### src/sv/circular_deque_defines.svh
// Assertion macros used by the deque control block (cdq_ctrl)
`ifndef CIRCULAR_DEQUE_DEFINES_SVH
`define CIRCULAR_DEQUE_DEFINES_SVH

// cond must hold at every edge outside reset
`define CDQ_ASSERT_ALWAYS(lbl, clk, rst, cond, msg) \
   lbl: assert property (@(posedge clk) disable iff (rst) (cond)) else $error(msg);

// cons must hold in the cycle after ante holds
`define CDQ_ASSERT_NEXT(lbl, clk, rst, ante, cons, msg) \
   lbl: assert property (@(posedge clk) disable iff (rst) (ante) |=> (cons)) else $error(msg);

`endif

### src/sv/cdq_pkg.sv
package cdq_pkg;

   localparam int DEPTH     = 16;
   localparam int PtrW      = $clog2(DEPTH);
   localparam int CountW    = $clog2(DEPTH + 1);
   localparam int WordW     = 32;
   localparam int CountOutW = 5;

   localparam logic [WordW-1:0] EMPTY_WORD = '1;

   typedef enum logic [1:0] {
      OP_PUSH_FRONT = 2'd0,
      OP_PUSH_REAR  = 2'd1,
      OP_POP_FRONT  = 2'd2,
      OP_POP_REAR   = 2'd3
   } cdq_op_type;

   typedef enum logic [1:0] {
      ST_DONE      = 2'd0,
      ST_OVERFLOW  = 2'd1,
      ST_UNDERFLOW = 2'd2
   } cdq_status_type;

   // what the control side hands to the output stage with each item
   typedef struct packed {
      cdq_status_type           status;
      logic                     fwd_front;
      logic                     fwd_rear;
      logic [WordW-1:0]         word;
      logic                     empty;
      logic [CountOutW-1:0]     count;
   } cdq_issue_type;

   function automatic logic [PtrW-1:0] ptr_next(input logic [PtrW-1:0] p);
      return (p == PtrW'(DEPTH - 1)) ? '0 : p + PtrW'(1);
   endfunction

   function automatic logic [PtrW-1:0] ptr_prev(input logic [PtrW-1:0] p);
      return (p == '0) ? PtrW'(DEPTH - 1) : p - PtrW'(1);
   endfunction

endpackage

### src/sv/cdq_ifs.sv
interface cdq_req_if import cdq_pkg::*; ();
   logic                    valid;
   logic                    ready;
   logic [1:0]              operation;
   logic signed [WordW-1:0] data;

   modport source (output valid, output operation, output data, input ready);
   modport sink   (input valid, input operation, input data, output ready);
endinterface

interface cdq_rsp_if import cdq_pkg::*; ();
   logic                    valid;
   logic                    ready;
   logic [1:0]              status;
   logic signed [WordW-1:0] front_value;
   logic signed [WordW-1:0] rear_value;
   logic [CountOutW-1:0]    count;
   logic                    is_empty;

   modport source (output valid, output status, output front_value, output rear_value,
                   output count, output is_empty, input ready);
   modport sink   (input valid, input status, input front_value, input rear_value,
                   input count, input is_empty, output ready);
endinterface

### src/sv/cdq_ram.sv
module cdq_ram #(
   parameter int WIDTH = 32,
   parameter int DEPTH = 16
) (
   input  logic                     clock,
   input  logic                     we,
   input  logic [$clog2(DEPTH)-1:0] waddr,
   input  logic [WIDTH-1:0]         wdata,
   input  logic                     re,
   input  logic [$clog2(DEPTH)-1:0] raddr_a,
   input  logic [$clog2(DEPTH)-1:0] raddr_b,
   output logic [WIDTH-1:0]         rdata_a,
   output logic [WIDTH-1:0]         rdata_b
);

   logic [WIDTH-1:0] mem_ff [DEPTH];
   logic [WIDTH-1:0] rdata_a_ff;
   logic [WIDTH-1:0] rdata_b_ff;

   always_ff @(posedge clock) begin
      if (we) begin
         mem_ff[waddr] <= wdata;
      end
      if (re) begin
         rdata_a_ff <= mem_ff[raddr_a];
         rdata_b_ff <= mem_ff[raddr_b];
      end
   end

   assign rdata_a = rdata_a_ff;
   assign rdata_b = rdata_b_ff;

endmodule

### src/sv/cdq_ctrl.sv
`include "circular_deque_defines.svh"

module cdq_ctrl import cdq_pkg::*; (
   input  logic               clock,
   input  logic               reset,
   cdq_req_if.sink            req_if,
   input  logic               stage_free,
   output logic               issue,
   output cdq_issue_type      info,
   output logic               we,
   output logic [PtrW-1:0]    waddr,
   output logic [WordW-1:0]   wdata,
   output logic [PtrW-1:0]    raddr_front,
   output logic [PtrW-1:0]    raddr_rear
);

   logic [PtrW-1:0]   head_ff, head_in;
   logic [PtrW-1:0]   tail_ff, tail_in;
   logic [CountW-1:0] occ_ff, occ_in;
   cdq_op_type        op;
   cdq_status_type    status;
   logic              full, empty, fwd_front, fwd_rear;

   assign req_if.ready = stage_free;
   assign issue        = req_if.valid && req_if.ready;
   assign op           = cdq_op_type'(req_if.operation);
   assign full         = (occ_ff == CountW'(DEPTH));
   assign empty        = (occ_ff == '0);
   assign wdata        = req_if.data;

   always_comb begin
      head_in   = head_ff;
      tail_in   = tail_ff;
      occ_in    = occ_ff;
      status    = ST_DONE;
      we        = 1'b0;
      waddr     = '0;
      fwd_front = 1'b0;
      fwd_rear  = 1'b0;
      unique case (op)
         OP_PUSH_FRONT, OP_PUSH_REAR: begin
            if (full) begin
               status = ST_OVERFLOW;
            end else begin
               we     = issue;
               occ_in = occ_ff + CountW'(1);
               if (empty) begin
                  head_in   = '0;
                  tail_in   = '0;
                  waddr     = '0;
                  fwd_front = 1'b1;
                  fwd_rear  = 1'b1;
               end else if (op == OP_PUSH_FRONT) begin
                  head_in   = ptr_prev(head_ff);
                  waddr     = head_in;
                  fwd_front = 1'b1;
               end else begin
                  tail_in  = ptr_next(tail_ff);
                  waddr    = tail_in;
                  fwd_rear = 1'b1;
               end
            end
         end
         OP_POP_FRONT, OP_POP_REAR: begin
            if (empty) begin
               status = ST_UNDERFLOW;
            end else if (occ_ff == CountW'(1)) begin
               head_in = '0;
               tail_in = '0;
               occ_in  = '0;
            end else begin
               if (op == OP_POP_FRONT) begin
                  head_in = ptr_next(head_ff);
               end else begin
                  tail_in = ptr_prev(tail_ff);
               end
               occ_in = occ_ff - CountW'(1);
            end
         end
         default: ;
      endcase
   end

   // read the new ends in the accept cycle; the pushed word is forwarded
   assign raddr_front = head_in;
   assign raddr_rear  = tail_in;

   always_comb begin
      info.status    = status;
      info.fwd_front = fwd_front;
      info.fwd_rear  = fwd_rear;
      info.word      = req_if.data;
      info.empty     = (occ_in == '0);
      info.count     = CountOutW'(occ_in);
   end

   always_ff @(posedge clock) begin
      if (reset) begin
         head_ff <= '0;
         tail_ff <= '0;
         occ_ff  <= '0;
      end else if (issue) begin
         head_ff <= head_in;
         tail_ff <= tail_in;
         occ_ff  <= occ_in;
      end
   end

   `CDQ_ASSERT_ALWAYS(a_occ_bound, clock, reset, occ_ff <= CountW'(DEPTH), "occupancy above depth")
   `CDQ_ASSERT_ALWAYS(a_empty_ptrs, clock, reset, (occ_ff != '0) || (head_ff == '0 && tail_ff == '0), "empty deque with nonzero pointers")
   `CDQ_ASSERT_NEXT(a_refused_hold, clock, reset, issue && status != ST_DONE, $stable(occ_ff) && $stable(head_ff) && $stable(tail_ff), "refused item changed state")

endmodule

### src/sv/cdq_out.sv
module cdq_out import cdq_pkg::*; (
   input  logic               clock,
   input  logic               reset,
   input  logic               issue,
   input  cdq_issue_type      info,
   input  logic [WordW-1:0]   rd_front,
   input  logic [WordW-1:0]   rd_rear,
   output logic               stage_free,
   cdq_rsp_if.source          rsp_if
);

   logic                 s1_valid_ff, s1_valid_in;
   cdq_issue_type        s1_info_ff;
   logic                 rsp_valid_ff, rsp_valid_in;
   logic [1:0]           status_ff;
   logic [WordW-1:0]     front_ff, rear_ff;
   logic [CountOutW-1:0] count_ff;
   logic                 empty_ff;
   logic                 out_free, move;
   logic [WordW-1:0]     front_val, rear_val;

   assign out_free   = !rsp_valid_ff || rsp_if.ready;
   assign move       = s1_valid_ff && out_free;
   assign stage_free = !s1_valid_ff || out_free;

   always_comb begin
      s1_valid_in  = issue ? 1'b1 : (move ? 1'b0 : s1_valid_ff);
      rsp_valid_in = move ? 1'b1 : (rsp_if.ready ? 1'b0 : rsp_valid_ff);
      front_val    = s1_info_ff.fwd_front ? s1_info_ff.word : rd_front;
      rear_val     = s1_info_ff.fwd_rear  ? s1_info_ff.word : rd_rear;
      if (s1_info_ff.empty) begin
         front_val = EMPTY_WORD;
         rear_val  = EMPTY_WORD;
      end
   end

   always_ff @(posedge clock) begin
      if (reset) begin
         s1_valid_ff  <= 1'b0;
         rsp_valid_ff <= 1'b0;
      end else begin
         s1_valid_ff  <= s1_valid_in;
         rsp_valid_ff <= rsp_valid_in;
      end
   end

   always_ff @(posedge clock) begin
      if (issue) begin
         s1_info_ff <= info;
      end
      if (move) begin
         status_ff <= s1_info_ff.status;
         front_ff  <= front_val;
         rear_ff   <= rear_val;
         count_ff  <= s1_info_ff.count;
         empty_ff  <= s1_info_ff.empty;
      end
   end

   assign rsp_if.valid       = rsp_valid_ff;
   assign rsp_if.status      = status_ff;
   assign rsp_if.front_value = front_ff;
   assign rsp_if.rear_value  = rear_ff;
   assign rsp_if.count       = count_ff;
   assign rsp_if.is_empty    = empty_ff;

endmodule

### src/sv/circular_deque.sv
// Pipeline: an accepted request item passes the storage read and s1 register,
// then the output register, which holds its result; an output stall can hold it in s1.
// Throughput: one item per cycle unless the output stalls; the RAM does one write and
// two reads (new front, rear) each cycle; a stalled result backs up after two items.
// Reset: head, tail and count clear to zero (empty deque); storage is not
// cleared and needs no clearing pass, since only held entries are ever shown.
module circular_deque import cdq_pkg::*; (
   input  logic      clock,
   input  logic      reset,
   cdq_req_if.sink   req_if,
   cdq_rsp_if.source rsp_if
);

   logic            issue, stage_free, we;
   cdq_issue_type   info;
   logic [PtrW-1:0] waddr, raddr_front, raddr_rear;
   logic [WordW-1:0] wdata, rd_front, rd_rear;

   cdq_ctrl u_ctrl (
      .clock       (clock),
      .reset       (reset),
      .req_if      (req_if),
      .stage_free  (stage_free),
      .issue       (issue),
      .info        (info),
      .we          (we),
      .waddr       (waddr),
      .wdata       (wdata),
      .raddr_front (raddr_front),
      .raddr_rear  (raddr_rear)
   );

   cdq_ram #(
      .WIDTH (WordW),
      .DEPTH (DEPTH)
   ) u_ram (
      .clock   (clock),
      .we      (we),
      .waddr   (waddr),
      .wdata   (wdata),
      .re      (issue),
      .raddr_a (raddr_front),
      .raddr_b (raddr_rear),
      .rdata_a (rd_front),
      .rdata_b (rd_rear)
   );

   cdq_out u_out (
      .clock      (clock),
      .reset      (reset),
      .issue      (issue),
      .info       (info),
      .rd_front   (rd_front),
      .rd_rear    (rd_rear),
      .stage_free (stage_free),
      .rsp_if     (rsp_if)
   );

endmodule
### src/flat_wrapper.sv
// flat-port wrapper written by rule: the top's interface ports become plain ports
module circular_deque_flat import cdq_pkg::*;
  (clock, reset, req_if_valid, req_if_operation, req_if_data, req_if_ready, rsp_if_valid, rsp_if_status, rsp_if_front_value, rsp_if_rear_value, rsp_if_count, rsp_if_is_empty, rsp_if_ready);
  cdq_req_if req_if_i ();
  cdq_rsp_if rsp_if_i ();
  input  logic clock;
  input  logic reset;
  input wire logic [$bits(req_if_i.valid)-1:0] req_if_valid;
  input wire logic [$bits(req_if_i.operation)-1:0] req_if_operation;
  input wire logic [$bits(req_if_i.data)-1:0] req_if_data;
  output wire logic [$bits(req_if_i.ready)-1:0] req_if_ready;
  output wire logic [$bits(rsp_if_i.valid)-1:0] rsp_if_valid;
  output wire logic [$bits(rsp_if_i.status)-1:0] rsp_if_status;
  output wire logic [$bits(rsp_if_i.front_value)-1:0] rsp_if_front_value;
  output wire logic [$bits(rsp_if_i.rear_value)-1:0] rsp_if_rear_value;
  output wire logic [$bits(rsp_if_i.count)-1:0] rsp_if_count;
  output wire logic [$bits(rsp_if_i.is_empty)-1:0] rsp_if_is_empty;
  input wire logic [$bits(rsp_if_i.ready)-1:0] rsp_if_ready;
  assign req_if_i.valid = req_if_valid;
  assign req_if_i.operation = req_if_operation;
  assign req_if_i.data = req_if_data;
  assign req_if_ready = req_if_i.ready;
  assign rsp_if_valid = rsp_if_i.valid;
  assign rsp_if_status = rsp_if_i.status;
  assign rsp_if_front_value = rsp_if_i.front_value;
  assign rsp_if_rear_value = rsp_if_i.rear_value;
  assign rsp_if_count = rsp_if_i.count;
  assign rsp_if_is_empty = rsp_if_i.is_empty;
  assign rsp_if_i.ready = rsp_if_ready;
  circular_deque u_core (.clock(clock), .reset(reset), .req_if(req_if_i), .rsp_if(rsp_if_i));
endmodule
### config.mk
export PLATFORM = sky130hd
export DESIGN_NAME = circular_deque_flat
export DESIGN_NICKNAME = d
export VERILOG_FILES = /design/src/sv/cdq_pkg.sv /design/src/sv/cdq_ifs.sv /design/src/sv/cdq_ram.sv /design/src/sv/cdq_ctrl.sv /design/src/sv/cdq_out.sv /design/src/sv/circular_deque.sv /design/src/flat_wrapper.sv
export VERILOG_INCLUDE_DIRS = /design/src /design/src/sv
export SDC_FILE = /design/constraint.sdc
export NUM_CORES = 1
export LEC_CHECK = 0
export BUFFER_PORTS_ARGS = -buffer_cell sky130_fd_sc_hd__buf_4
export CAP_MARGIN = 25
export CORE_MARGIN = 10
export CORE_UTILIZATION = 30
export CTS_BUF_LIST = sky130_fd_sc_hd__clkbuf_8
export DETAILED_ROUTE_END_ITERATION = 8
export SYNTH_ARGS = -nofsm -noshare
export SYNTH_HDL_FRONTEND = slang
export SYNTH_HIERARCHICAL = 1
export SYNTH_SLANG_ARGS = --single-unit
### constraint.sdc
create_clock -name clock -period 5.9 [get_ports clock]
set_input_delay 0.295 -clock clock [delete_from_list [all_inputs] [get_ports clock]]
set_output_delay 0.295 -clock clock [all_outputs]
set_load 0.05 [all_outputs]
==> impl_metrics.tcl, run 1 <==
set metrics [dict create \
    final_cell_area_sq_mm 0.0360 \
    critical_path_class "register to register" \
    ys_async_sr_fraction_pct 0 \
    clk_path_buf_depth 3 \
    grt_pass1_wl_mm 122 \
    worstHoldPathType "input pin to register" \
    arrival_ps 4780 \
    max_stage_delay_ps 830 \
    ys_seq_elements 705 \
    crit_path_frequent_cell "nand2_1" \
    drcViolationCount 0 \
    die_h_um 344 \
    htree_num_levels 3 \
    ys_seq_area_share_pct 66.8 \
    r2r_slack_ps 1500 \
    grt_pass1_vias 18611 \
    r2r-start "u_core/u_ctrl/occ_ff[0]" \
    drv_cap 0 \
    cts.sinks 705 \
    dieArea_sq_mm 0.118 \
    antenna_left 0 \
    status "finished, final reports clean" \
    rows 118 \
    tritoncts "yes" \
    cp_data_required_time_ps 6280 \
    syn_area_per_cell_sq_um 18.6 \
    synth_warnings 6 \
    first_iter_violations 1544 \
    clkLatencyLatePin_ps 750 \
    dpl-instance-area_sq_mm 0.0336 \
    worst-slew-pin-transition_ps 1060 \
    whs_ps 119 \
    antenna_found_initial 1 \
    synth_edf_count 690 \
    synth_cell_types 64 \
    path_cells "inv_1 -> ha_1 -> or3b_2 -> nand2_1 -> a211oi_1 -> nand2_1 -> nor2_4 -> buf_4" \
    hpwl_mm 47.5 \
    path_max_fanout 18 \
    start_kind "register" \
    setup-tns-final_ps 0 \
    overflow 0 \
    worstSetupEndpointType "register" \
    skew_ps 42.5 \
    area_delta_synth_final_pct 14.6 \
    finalHoldViolations 0 \
    slew_headroom_pct 29.1 \
    drt-total-wl_mm 82.5 \
    synthFlopType "edfxtp_1" \
    drv_slew 0 \
    synthCells 1688 \
    io_pins 112 \
    fin_cells 3288 \
    final_common_cell "edfxtp_1" \
    post-route-min-period_ps 4400 \
    worstSetupStartpoint "u_core/u_ctrl/occ_ff[0]" \
    syn_nets 1734 \
    final_nets 1862 \
    peakVddDrop_mv 0.172 \
    numPortBuffers 111 \
    wl_per_cell_um 25.1 \
    root_buffer "clkbuf_8" \
    die_x_um 344 \
    cts_setup_buffers 0 \
    slowest_stage "nor2_4" \
    cts_made_buffers 113 \
    fin_crit_sh_pct 74.6 \
    synth_area_sq_mm 0.0315 \
    regArea_sq_mm 0.0210 \
    drive_above_1_share_pct 31.7 \
    gr-usage-all-layers_pct 13.7 \
    clkTransAtPathRegs_ps 60 \
    dp_cells 3044 \
    clock.fmax_ghz 0.227 \
    fill_cells 9654 \
    rsz0062_at_grt "false" \
    start_util_pct 30.3 \
    p_leak_nw 11.6 \
    grt_max_degree 70 \
    setup_violations 0 \
    core_sq_mm 0.104 \
    drtPass1Iterations 5 \
    powerDensity_mw_per_mm2 343 \
    gp_congestion 0.787 \
    multiInputGateArea_sq_mm 0.00937 \
    vias_per_cell 5.30 \
    dr_total_vias 17425 \
    worstHoldStart "req_if_operation[1]" \
    mostFrequentLayoutCells "edfxtp_1, mux4_2, buf_4" \
]
repair_timing:
| item | in CTS | in global routing |
|---|---|---|
| hold endpoints to repair | 552 | 0 |
| hold buffers | 35 | 0 |
| gates resized for setup | 0 | 0 |
worst max-delay path: cells and delay by family, from the launching register on:
kind                     cells  cell delay (ps)
AO/OA/AOI/OAI                1              810
adder cells (fa/ha/maj)      1              280
buffers and inverters        2              640
flip-flops                   1              460
AND/OR/NAND/NOR              4             1820
through the flow:
stage               utilization (%)  total power, mW  worst slack, ps
floorplan                         -             7.84             1010
global placement               32.3             8.47             1550
detailed placement             32.3             8.51             1430
CTS                            34.7             12.5             1420
global route                   34.7             12.9             1240
finish                         34.7             12.4             1500
synth_stat cells (all sizes together), types with 5 or more instances:
master / n / area [sq um]
a211o: 64 / 561
nor3: 8 / 40.0
o21ai: 18 / 90.1
inv: 17 / 63.8
o211ai: 5 / 37.5
nand2b: 7 / 43.8
a22oi: 128 / 961
dfxtp: 15 / 300
clkbuf: 48 / 180
mux4: 256 / 5770
ha: 8 / 100
buf: 139 / 970
a21oi: 21 / 105
and2b: 5 / 37.5
a211oi: 7 / 52.6
edfxtp: 690 / 20700
nor2: 32 / 120
nand2: 77 / 289
nor4: 5 / 31.3
nor2b: 66 / 413
nand3: 8 / 40.0
state kept, by name, summed over array words and instances, names as in the netlist, 5 cells and up:
| register | flops |
|---|---|
| u_core/u_ram/rdata_a | 32 |
| u_core/u_ram/rdata_b | 32 |
| u_core/u_out/rsp_if.rear_value | 32 |
| u_core/u_ctrl/occ_ff | 5 |
| u_core/u_ram/mem_ff | 512 |
| u_core/u_out/rsp_if.front_value | 32 |
| u_core/u_out/rsp_if.count | 5 |
| u_core/u_out/s1_info_ff | 42 |
where the power goes:
| group | total, mW | internal (mW) | switching, mW |
|---|---|---|---|
| logic | 2.48 | 1.11 | 1.38 |
| registers | 5.92 | 5.82 | 0.105 |
| clock network | 3.95 | 1.99 | 1.96 |
routing by layer:
layer	global-route usage, %	share of wire (%)
met5	0	0
met4	4.74	2.7
met3	2.64	6.7
met2	23.5	50
met1	17.2	40
final cells by class:
cell class | instances | area share, %
multi-input cells | 779 | 26.0
well taps | 1380 | 4.79
clock inverters | 92 | 1.50
flip-flops and latches | 705 | 58.3
clock buffers | 114 | 4.35
repair buffers | 200 | 4.86
inverters | 17 | 0.184
diodes | 1 | 0.00694
path summary, 6_finish.rpt:
kind	endpoint	cells past startpoint
worst max-delay path	u_core/u_ram/mem_ff[11][15]	8
worst min-delay path	u_core/u_out/s1_info_ff[40]	2
worst max register to register	u_core/u_ram/mem_ff[11][15]	8
worst min register to register	u_core/u_out/rsp_if.status[0]	0
cell families after synthesis:
logic type,after synthesis,synth area share (%)
buffers and inverters,204,3.86
AND/OR/NAND/NOR,234,3.87
XOR/XNOR,4,0.111
AO/OA/AOI/OAI,274,6.58
adder cells (fa/ha/maj),8,0.318
multiplexers,259,18.4
flip-flops,705,66.8
Power figures use the tool's default switching activity.
==> run 2, diff against run 1 <==
==> constraint.sdc (replaced) <==
create_clock -name clock -period 4.2 [get_ports clock]
set_input_delay 0.21 -clock clock [delete_from_list [all_inputs] [get_ports clock]]
set_output_delay 0.21 -clock clock [all_outputs]
set_load 0.05 [all_outputs]
==> run 2 against run 1 <==
Net effect: cell area increased by 1.6%; register-to-register slack got worse by 1200 ps; hold slack improved by 170 ps; non-clock buffer count increased by 34; combinational power increased by 46%; utilization increased by 0.55 points; via count decreased by 0.39%; fmax increased by 13%; final cell count increased by 1.2%; sequential power increased by 41%; clock skew decreased by 8.4 ps; critical path depth unchanged; largest cell class unchanged; largest power group unchanged.
==> impl_metrics.tcl, run 2 (synthesis results as in run 1) <==
set metrics [dict create \
    cts_setup_buffers 0 \
    final_common_cell "edfxtp_1" \
    die_x_um 344 \
    clk_path_buf_depth 3 \
    worstSetupEndpointType "register" \
    hpwl_mm 49.6 \
    root_buffer "clkbuf_8" \
    path_cells "inv_1 -> ha_1 -> or3b_2 -> nand2_1 -> nor2_1 -> nand2_1 -> nor2_4 -> buf_4" \
    cts_made_buffers 113 \
    antenna_found_initial 4 \
    die_h_um 344 \
    slew_headroom_pct 35.5 \
    start_util_pct 30.3 \
    slowest_stage "nor2_1" \
    numPortBuffers 111 \
    critPathTopFamily "simple AND/OR/NAND/NOR gates" \
    clock.fmax_ghz 0.256 \
    top_regs "u_core/u_ram/mem_ff (512), u_core/u_out/s1_info_ff (42)" \
    arrival_ps 4320 \
    dr_total_vias 17357 \
    drcViolationCount 0 \
    status "finished, final reports clean" \
    start_kind "register" \
    clkTransAtPathRegs_ps 60 \
    largest_reg_flops 512 \
    fin_crit_sh_pct 92.9 \
    gr-usage-all-layers_pct 13.6 \
    worst-slew-pin-transition_ps 964 \
    overflow 0 \
    gr-max-usage-layer "met2" \
    grt_pass1_vias 18548 \
    max_stage_delay_ps 780 \
    top_register "u_core/u_ram/mem_ff" \
    setup-tns-final_ps 0 \
    setup_violations 0 \
    vias_per_cell 5.22 \
    drive_above_1_share_pct 33.3 \
    antenna_left 0 \
    core_sq_mm 0.104 \
    crit_path_frequent_cell "nand2_1" \
    met3_usage_pct 2.48 \
    worstHoldPathType "input pin to register" \
    cts.sinks 705 \
    mostFrequentLayoutCells "edfxtp_1, mux4_2, buf_4" \
    p_leak_nw 11.8 \
    reg2reg_depth 8 \
    hold_depth 3 \
    first_iter_violations 1549 \
    dieArea_sq_mm 0.118 \
    path_depth 8 \
    skew_ps 34.1 \
    io_pins 112 \
    final_nets 1896 \
    tritoncts "yes" \
    drt-total-wl_mm 82.0 \
    peakVddDrop_mv 0.243 \
    met1_usage_pct 16.9 \
    clkLatencyLatePin_ps 750 \
    drv_slew 0 \
    drv_cap 0 \
    powerDensity_mw_per_mm2 486 \
    grt_max_degree 65 \
    htree_num_levels 3 \
    finalPower_mw 17.8 \
    cp_num_buf_inv 2 \
    grt_use_met2_pct 23.7 \
    cp_data_required_time_ps 4620 \
    rsz0062_at_grt "false" \
    gp_congestion 0.797 \
    post-route-min-period_ps 3900 \
    drtPass1Iterations 5 \
    finalHoldViolations 0 \
    path_max_fanout 12 \
    critical_path_class "register to register" \
    grt_pass1_wl_mm 121 \
    area_delta_synth_final_pct 16.4 \
    wl_per_cell_um 24.6 \
    rows 118 \
]
run 2: changes by cell type in the layout (fill, tap and decap cells not counted), moves of 3 or more:
| cell | before | now |
|---|---|---|
| clkinvlp_4 | 3 | 6 |
| buf_16 | 3 | 0 |
| dlygate4sd3_1 | 35 | 38 |
| bufinv_16 | 4 | 8 |
| inv_1 | 48 | 40 |
| nor3_4 | 0 | 4 |
| clkinv_1 | 28 | 31 |
| buf_12 | 8 | 22 |
| buf_4 | 152 | 174 |
| nor2b_4 | 0 | 4 |
| nor2b_2 | 4 | 0 |
| nor3_2 | 4 | 0 |
run 2: power breakdown:
part	internal [mW]	switching [mW]
logic	1.63	1.98
registers	8.17	0.147
clock network	3.07	2.80
total	12.9	4.93
run 2: tightest hold or removal path, stage by stage:
cell	delay, ps
dlygate4sd3_1	520
buf_4	190
a21oi_1	60
run 2: worst paths after layout:
kind                         startpoint                      endpoint  slack (ps)
max             u_core/u_ctrl/occ_ff[0]   u_core/u_ram/mem_ff[11][23]         300
min reg2reg  u_core/u_out/s1_info_ff[4]  u_core/u_out/rsp_if.count[4]         420
max reg2reg     u_core/u_ctrl/occ_ff[0]   u_core/u_ram/mem_ff[11][23]         300
min                               reset      u_core/u_out/s1_valid_ff         290
run 2: through the flow:
step | worst slack, ps | utilization, % | instances | hold WS, ps | cell area, sq um
6_report | 300 | 35.3 | 3327 | 286 | 36600
5_1_grt | 102 | 35.3 | 3326 | 286 | 36600
4_1_cts | 328 | 35.3 | 3325 | 222 | 36600
3_5_place_dp | 368 | 32.8 | 3077 | 405 | 34000
3_3_place_gp | 470 | 32.8 | 3077 | 413 | 34000
2_1_floorplan | 111 | - | 1688 | 279 | 31500
run 2: cell type report:
class,instances,area [sq um]
diodes,2,5.00
clock buffers,115,1580
clock inverters,95,654
fillers,9651,67200
inverters,17,66.3
multi-input cells,779,9430
flip-flops and latches,705,21000
well taps,1380,1730
repair buffers,234,2130
run 2: what timing repair did:
| item | 4_1_cts | 5_1_grt |
|---|---|---|
| hold buffers | 38 | 0 |
| endpoints found under the hold margin | 561 | 0 |
| resized for setup | 0 | 0 |
run 2: per-layer routing:
layer,wire [um],part of all wire [%]
met1,32500,40
met4,2120,2.6
met3,5190,6.3
met5,0,0
met2,42200,52
